===== src/sv/lsbe_pkg.sv =====
`timescale 1ns / 1ps
// ----------------------------------------------------------------------------
// lsbe_pkg
// Shared constants, operation codes and the halo distance table for the
// level-set border extrapolation unit.
// ----------------------------------------------------------------------------
package lsbe_pkg;

  localparam int MAX_X      = 64;
  localparam int MAX_Y      = 64;
  localparam int BORDER     = 3;
  localparam int PAD_W      = MAX_X + 2 * BORDER;
  localparam int PAD_H      = MAX_Y + 2 * BORDER;
  localparam int GRID_DEPTH = PAD_W * PAD_H;
  localparam int ADDR_W     = $clog2(GRID_DEPTH);

  localparam int RES_W   = 7;
  localparam int DATA_W  = 32;
  localparam int COORD_W = 8;
  localparam int POS_W   = 9;
  localparam int D_W     = $clog2(BORDER + 1);
  localparam int D2_W    = $clog2(2 * BORDER * BORDER + 1);
  localparam int DIST_W  = 20;

  localparam logic [1:0] OP_WRITE  = 2'd0;
  localparam logic [1:0] OP_READ   = 2'd1;
  localparam logic [1:0] OP_UPDATE = 2'd2;
  localparam logic [1:0] OP_NOP    = 2'd3;

  localparam logic CFG_X_RES = 1'b0;
  localparam logic CFG_Y_RES = 1'b1;

  typedef logic [DATA_W-1:0] word_t;
  typedef logic [ADDR_W-1:0] addr_t;
  typedef logic [RES_W-1:0]  res_t;

  // Unsigned Q4.16 round-to-nearest sqrt of dx*dx + dy*dy
  function automatic logic [DIST_W-1:0] dist_q16(input logic [D2_W-1:0] d2);
    logic [DIST_W-1:0] r;
    case (d2)
      5'd1:    r = 20'd65536;
      5'd2:    r = 20'd92682;
      5'd4:    r = 20'd131072;
      5'd5:    r = 20'd146543;
      5'd8:    r = 20'd185364;
      5'd9:    r = 20'd196608;
      5'd10:   r = 20'd207243;
      5'd13:   r = 20'd236293;
      5'd18:   r = 20'd278046;
      default: r = '0;
    endcase
    return r;
  endfunction

endpackage


===== src/sv/lsbe_extrap_alu.sv =====
`timescale 1ns / 1ps
// ----------------------------------------------------------------------------
// lsbe_extrap_alu
// Shared extrapolation unit: moves a cell value away from zero by the halo
// distance and saturates to the signed 32-bit range. Result is registered.
// ----------------------------------------------------------------------------
module lsbe_extrap_alu (
  input  logic                    clk,
  input  lsbe_pkg::word_t         value,
  input  logic [lsbe_pkg::D2_W-1:0] d2,
  output lsbe_pkg::word_t         result_r
);
  import lsbe_pkg::*;

  logic [DIST_W-1:0]  dist_q;
  logic signed [DATA_W:0] v_ext;
  logic signed [DATA_W:0] d_ext;
  logic signed [DATA_W:0] sum;
  word_t              result_nxt;

  always_comb begin
    dist_q = dist_q16(d2);
    v_ext  = {value[DATA_W-1], value};
    d_ext  = signed'((DATA_W + 1)'(dist_q));
    if (value[DATA_W-1]) begin
      sum = v_ext - d_ext;
    end else begin
      sum = v_ext + d_ext;
    end
    if (sum[DATA_W] != sum[DATA_W-1]) begin
      result_nxt = sum[DATA_W] ? {1'b1, {(DATA_W-1){1'b0}}} : {1'b0, {(DATA_W-1){1'b1}}};
    end else begin
      result_nxt = sum[DATA_W-1:0];
    end
  end

  always_ff @(posedge clk) begin
    result_r <= result_nxt;
  end

endmodule


===== config.mk =====
export PLATFORM = sky130hd
export DESIGN_NAME = lsbe_extrap_alu
export DESIGN_NICKNAME = d
export VERILOG_FILES = /design/src/sv/lsbe_pkg.sv /design/src/sv/lsbe_extrap_alu.sv
export SDC_FILE = /design/constraint.sdc
export NUM_CORES = 1
export LEC_CHECK = 0
export ABC_CLOCK_PERIOD_IN_PS = 4300
export BUFFER_PORTS_ARGS = -buffer_cell sky130_fd_sc_hd__buf_2
export CAP_MARGIN = 25
export CELL_PAD_IN_SITES_DETAIL_PLACEMENT = 1
export CELL_PAD_IN_SITES_GLOBAL_PLACEMENT = 1
export CORE_MARGIN = 2
export CORE_UTILIZATION = 42
export CTS_BUF_LIST = sky130_fd_sc_hd__clkbuf_8
export CTS_CLUSTER_DIAMETER = 60
export CTS_CLUSTER_SIZE = 40
export DETAILED_ROUTE_END_ITERATION = 16
export PLACE_DENSITY = 0.85
export RECOVER_POWER = 50
export SETUP_SLACK_MARGIN = 0.1
export SLEW_MARGIN = 0
export SYNTH_ARGS = -nofsm -noshare
export SYNTH_HDL_FRONTEND = slang
export SYNTH_SLANG_ARGS = --single-unit
export TNS_END_PERCENT = 1

===== constraint.sdc =====
create_clock -name clk -period 4.3 [get_ports clk]
set_input_delay 0 -clock clk [delete_from_list [all_inputs] [get_ports clk]]
set_output_delay 0 -clock clk [all_outputs]
set_load 0.02 [all_outputs]

==> flow_metrics.tcl, run 1 <==
set metrics [dict create \
    arrival_ns 4.28 \
    synth_xor_area_frac 0.1084 \
    grt_overflow 0 \
    fin_tns_setup_ns 0 \
    pin_count 70 \
    cts-root-buf "clkbuf_8" \
    synth_fa_ha_area_frac 0.1558 \
    yosys.area_share.simple 0.2050 \
    synthMuxAreaShare 0.02107 \
    final_antenna_net_count 0 \
    crit_slowest_cell "ha_1" \
    sw_frac_of_total 0.4484 \
    power.density_mw_per_mm2 432.6 \
    yosysTopAreaCellShare 0.1926 \
    synth_top_cells_by_count "48 x a21oi_1, 35 x ha_1, 32 x dfxtp_1, 32 x nand2_1, 23 x xnor2_1" \
    fp.dieW_um 92.99 \
    diodes 0 \
    p_leak_nw 1.601 \
    hold_class "input pin to flop" \
    synth-main-ff-cell "dfxtp_1" \
    fin_hold_ws_ns 0.1291 \
    drt-total-wl_um 10210 \
    crit_path_start_kind "input pin" \
    synth_seq_area_share 0.1926 \
    ys_warn_count 0 \
    core_region_area_mm2 0.007687 \
    power.internal_uw 933.3 \
    hold_depth 4 \
    synthArstFlopShare 0 \
    clkPwrFrac 0.164 \
    grt_pass1_vias 3229 \
    fillers 977 \
    seqCellArea_um2 640.6 \
    drc 0 \
    drt_iter0_markers 160 \
    endpoint_kind "flop" \
    crit_family "simple AND/OR/NAND/NOR gates" \
    multi_input_area_mm2 0.002532 \
    num_vias 3311 \
    synth_top_family_by_area "compound AO/OA/AOI/OAI gates" \
    grt_max_degree 25 \
    antenna_found_initial 0 \
    finalCriticalPeriod_ns 4.059 \
    drt-pass1-iter-count 4 \
    cts_max_level 2 \
    syn-num-nets 483 \
    cts_tree "built" \
    min_to "result_r[0]$_DFF_P_" \
    synth_compound_gate_area_share 0.2652 \
    largest_reg_flops 32 \
    yosysTopAreaCell "dfxtp_1" \
    setup_viol 0 \
    grt_pass1_wl_um 15750 \
    hold_violations 0 \
    ir_drop_mv 0.1561 \
    path_cells "buf_2 -> inv_1 -> ha_1 -> nand2b_1 -> o221a_2 -> nor2b_1 -> o21a_2 -> nand2_1 -> nand2_1 -> xor2_1 -> ha_1 -> nand3_1 -> nor4_1 -> o311ai_1 -> and3_2 -> buf_4 -> o31a_1 -> nor3_1 -> a211oi_2 -> o21ai_2" \
    clkTransAtPathRegs_ns 0.07 \
    max_freq_mhz 246.4 \
    cp.required_ns 4.52 \
    dieArea_mm2 0.008646 \
    setup.worst_path.start "d2[0]" \
    drive_above_1_share 0.2111 \
    area_growth_pct 17.61 \
    path_buf_inv 3 \
    place.port_buffers 69 \
    drv_cap 0 \
    track_usage 0.2291 \
    slew_violations 0 \
    top_register "result_r" \
    worst_pin_slew_ns 0.5246 \
    critPathKind "input pin to flop" \
    dpl.hpwl_um 8391 \
    yosysMostFrequentCell "a21oi_1" \
    cpPeakStageDelay_ns 0.42 \
    cts_buffers 5 \
    status "finished clean" \
    max-clock-path-buffers 2 \
    gp_congestion 0.8486 \
    clkSinkCount 32 \
    min_from "value[0]" \
    start_util 0.4326 \
    nets 561 \
    rows 32 \
    syn_area_mm2 0.003326 \
    synth_edf_count 0 \
    ys_seq_elements 32 \
    die_y_um 92.99 \
    p_seq_frac 0.262 \
    cp_max_fo 9 \
    yosys-top-cells-area "dfxtp_1 19%, ha_1 13%, a21oi_1 7.2%, xnor2_1 6.1%, o21ai_2 5.0%" \
    syn_area_per_cell_um2 8.131 \
    slew_headroom 0.6482 \
    wl_per_cell_um 17.31 \
    yosys.cell_types.count 64 \
    vias_per_cell 5.612 \
    share_comb_of_total_power 0.574 \
    min_period_over_period 0.9439 \
    top_regs "result_r (32)" \
    rsz0062_at_grt "yes" \
    power_switching_uw 758.6 \
    synth_cells 409 \
]
layout make-up:
| class | count | share of cell area |
|---|---|---|
| clock buffer | 5 | 0.01759 |
| clock inverter | 3 | 0.009917 |
| timing repair buffer | 84 | 0.1132 |
| sequential | 32 | 0.1638 |
| inverter | 16 | 0.01536 |
| multi-input combinational | 348 | 0.6475 |
| tap | 102 | 0.03263 |
per-stage QoR:
stage	cells	power, mW	area [µm²]	worst slack [ns]	util
3_3_place_gp	576	1.371	3766	0.1386	0.4899
6_report	590	1.692	3911	0.2410	0.5088
4_1_cts	584	1.693	3874	0.1764	0.5039
5_1_grt	590	1.799	3911	0.01015	0.5088
3_5_place_dp	576	1.413	3766	-0.09827	0.4899
2_1_floorplan	409	1.134	3326	0.7078	-
power groups by stage:
stage | Sequential [mW] | Clock [mW] | Combinational [mW]
2_1_floorplan | 0.594 | 0 | 0.540
3_3_place_gp | 0.445 | 0 | 0.927
3_5_place_dp | 0.449 | 0 | 0.963
4_1_cts | 0.443 | 0.283 | 0.967
5_1_grt | 0.454 | 0.301 | 1.04
6_report | 0.444 | 0.277 | 0.971
worst max path at each step:
stage | to | slack (ns) | depth (start not counted)
CTS | result_r[17]$_DFF_P_ | 0.18 | 19
detailed placement | result_r[17]$_DFF_P_ | -0.1 | 19
global placement | result_r[10]$_DFF_P_ | 0.14 | 19
global route | result_r[29]$_DFF_P_ | 0.01 | 20
floorplan | result_r[18]$_DFF_P_ | 0.71 | 18
finish | result_r[29]$_DFF_P_ | 0.24 | 20
layout by cell type (no fill, tap or decap), types with 3 or more instances in the layout:
cell type,instances
a21o_1,6
a21oi_1,48
and2_1,3
buf_2,37
buf_4,13
clkbuf_1,32
clkbuf_8,5
dfxtp_1,32
ha_1,35
inv_1,17
maj3_1,6
mux2i_1,7
nand2_1,32
nand2b_1,8
nand3_1,12
nand3b_1,5
nand4_1,4
nor2_1,21
nor2b_1,5
nor3_1,12
o211ai_1,4
o21a_1,4
o21ai_0,22
o21ai_2,19
or2_2,7
xnor2_1,23
xor2_1,15
kinds of logic after synthesis:
group | Yosys count
compound gates | 133
simple gates | 127
fa+ha+maj | 42
xor+xnor | 39
flops | 32
buf+inv | 29
mux | 7
what timing repair did:
item                                    4_1_cts  5_1_grt
endpoints found under the setup margin        0       27
hold buffers                                  0        0
gates resized for setup                       0        4
buffers inserted                              0        6
per-layer routing:
metal  up-vias  GRT usage  wire [µm]
li1       1635          -          -
met1      1567     0.2863       4562
met2        94     0.4191       5066
met3        15    0.01612        385
met4         0    0.06985        199
met5         -          0          0
Power figures use the tool's default switching activity.
==> inputs of run 2 (changes only) <==
Settings changed: ABC_AREA set to 1, CORE_UTILIZATION 42 to 40, PLACE_DENSITY 0.85 to 0.86.
==> run 2 against run 1 <==
- sequential cell count did not move
- critical path type unchanged
- worst setup slack improved by 0.17 ns
- critical path depth rose by 6
- synthesized cell count rose by 34%
- critical endpoint is now result_r[3]$_DFF_P_
- non-clock buffer count fell by 7
- routed wire length rose by 16%
- clock power fell by 26%
==> flow_metrics.tcl, run 2 <==
set metrics [dict create \
    largest_reg_flops 32 \
    endpoint_kind "flop" \
    drv_cap 0 \
    core_region_area_mm2 0.008299 \
    ys_seq_elements 32 \
    dieArea_mm2 0.009390 \
    power.density_mw_per_mm2 410.8 \
    met1_length_um 5606 \
    dr_wl_met3_um 552 \
    slew_headroom 0.7408 \
    nets 697 \
    min_period_over_period 0.9036 \
    yosys.cell_types.count 35 \
    syn_area_mm2 0.003452 \
    antenna_found_initial 0 \
    power_mw 1.638 \
    start_util 0.4160 \
    dpl_worst_slack_ns 0.01485 \
    finalCriticalPeriod_ns 3.886 \
    yosys-top-cells-area "nand2_1 19%, dfxtp_1 19%, ha_1 13%, xor2_1 8.1%, inv_1 5.8%" \
    setup_viol 0 \
    vias_per_cell 5.283 \
    postCtsSetupBuffers 0 \
    max-clock-path-buffers 2 \
    clkTransAtPathRegs_ns 0.06 \
    yosysTopAreaCellShare 0.1914 \
    design_area_mm2 0.003986 \
    worst_pin_slew_ns 0.3855 \
    hold_depth 4 \
    critPathKind "input pin to flop" \
    cts_max_level 2 \
    grt_overflow 0 \
    synthArstFlopShare 0 \
    slew_violations 0 \
    dpl.hpwl_um 10090 \
    p_leak_nw 2.049 \
    synth_top_cells_by_count "176 x nand2_1, 53 x inv_1, 50 x nor2_1" \
    wl_met2_um 5539 \
    hold_class "input pin to flop" \
    diodes 0 \
    drt_iter0_markers 120 \
    rsz0062_at_grt "no" \
    top_register "result_r" \
    place.port_buffers 69 \
    track_usage 0.2478 \
    die_y_um 96.90 \
    fin_ws_ns 0.4144 \
    synth-main-ff-cell "dfxtp_1" \
    yosysMostFrequentCell "nand2_1" \
    hold_violations 0 \
    wl_per_cell_um 16.27 \
    fin_tns_setup_ns 0 \
    status "finished clean" \
    final_antenna_net_count 0 \
    ys_warn_count 0 \
    fp.dieW_um 96.90 \
    ctsResizeCount 0 \
    syn-num-nets 623 \
    cts-root-buf "clkbuf_8" \
    layout_common_cells "176 x nand2_1, 54 x inv_1, 50 x nor2_1" \
    hold_buffers 0 \
    min_from "value[1]" \
    area_growth_pct 15.48 \
    cp.required_ns 4.47 \
    final_common_cell "nand2_1" \
    min_to "result_r[1]$_DFF_P_" \
    drt-pass1-iter-count 4 \
    cp_max_fo 21 \
    max_freq_mhz 257.4 \
    ir_drop_mv 0.1229 \
    synth_edf_count 0 \
    cts_buffers 5 \
    grt_max_degree 32 \
    synth_cells 549 \
    rows 33 \
    top_regs "result_r (32)" \
    place_area_mm2 0.003914 \
    cts_tree "built" \
    synth_seq_area_share 0.1856 \
    clkSinkCount 32 \
    syn_area_per_cell_um2 6.288 \
    drc 0 \
    yosysTopAreaCell "nand2_1" \
    crit_path_start_kind "input pin" \
    grt_pass1_wl_um 19060 \
    drive_above_1_share 0.1156 \
    arrival_ns 4.05 \
    num_vias 3846 \
    drt-total-wl_um 11850 \
    pin_count 70 \
    grt_pass1_vias 3870 \
    gp_congestion 0.9193 \
    maxUsedRoutingLayer "met4" \
]
==> run 2: changes by cell type in the layout (fill, tap and decap cells not counted), moves of 13 or more <==
cell,previous run,this run
nand2_1,32,176
inv_1,17,54
nor2_1,21,50
o21ai_2,19,0
xnor2_1,23,5
xor2_1,15,32
a21oi_1,48,34
nand3_1,12,25
==> run 2: routing by layer <==
layer  GRT usage  up-vias
met5           0        -
met4     0.06067        0
met3     0.01590       13
met2      0.4161       81
met1      0.3461     1820
li1            -     1932
==> run 2: kinds of logic (layout without fill, tap and decap cells) <==
family / Yosys count / count (layout) / synth area share
simple gates: 282 / 283 / 0.3461
compound gates: 94 / 94 / 0.1544
xor+xnor: 37 / 37 / 0.09387
buf+inv: 68 / 141 / 0.08734
fa+ha+maj: 36 / 36 / 0.1327
flops: 32 / 32 / 0.1856
==> run 2: how the worst max path moves through the flow <==
stage	start	endpoint	slack, ns
after global routing	d2[0]	result_r[1]$_DFF_P_	0.08
final	d2[0]	result_r[3]$_DFF_P_	0.41
after floorplan	d2[0]	result_r[1]$_DFF_P_	0.92
after detailed placement	d2[0]	result_r[1]$_DFF_P_	0.01
after CTS	d2[0]	result_r[3]$_DFF_P_	0.30
after global placement	d2[0]	result_r[6]$_DFF_P_	0.22
==> run 2: stage by stage <==
stage | cells | hold slack (ns) | util
after floorplan | 549 | 0.2564 | -
after global placement | 720 | 0.4151 | 0.4716
after detailed placement | 720 | 0.4159 | 0.4716
after CTS | 727 | 0.2029 | 0.4809
after global routing | 728 | 0.2251 | 0.4803
final | 728 | 0.2071 | 0.4803
==> run 2: cell type report <==
cell class | count | area, µm²
Clock inverter | 2 | 8.758
Clock buffer | 5 | 68.82
Multi-Input combinational cell | 450 | 2541
Inverter | 57 | 217.7
Tap cell | 105 | 131.4
Fill cell | 1166 | 4313
Timing Repair Buffer | 77 | 377.9
Sequential cell | 32 | 640.6
==> run 2: worst max-delay path, cell delays in order <==
cell        delay [ns]
buf_2             0.09
inv_1             0.07
ha_1              0.24
nand2_2           0.12
nand2_1           0.07
nand2_2           0.09
inv_1             0.07
o21ai_1           0.19
ha_1              0.30
clkinvlp_4        0.21
o21ai_1           0.17
buf_4             0.16
xor2_1            0.18
inv_1             0.06
ha_1              0.34
inv_1             0.15
o21bai_1          0.11
a21oi_1           0.25
o21ai_1           0.13
a21oi_2           0.21
nand3_1           0.09
nand2_1           0.20
nand3_4           0.19
buf_12            0.20
nand2_1           0.08
nand2_1           0.06
==> run 2: report_power, final <==
group / internal [mW] / switching [mW] / total (mW)
registers: 0.417 / 0.0295 / 0.447
logic: 0.306 / 0.679 / 0.985
clock network: 0.107 / 0.0987 / 0.206
total: 0.831 / 0.807 / 1.64
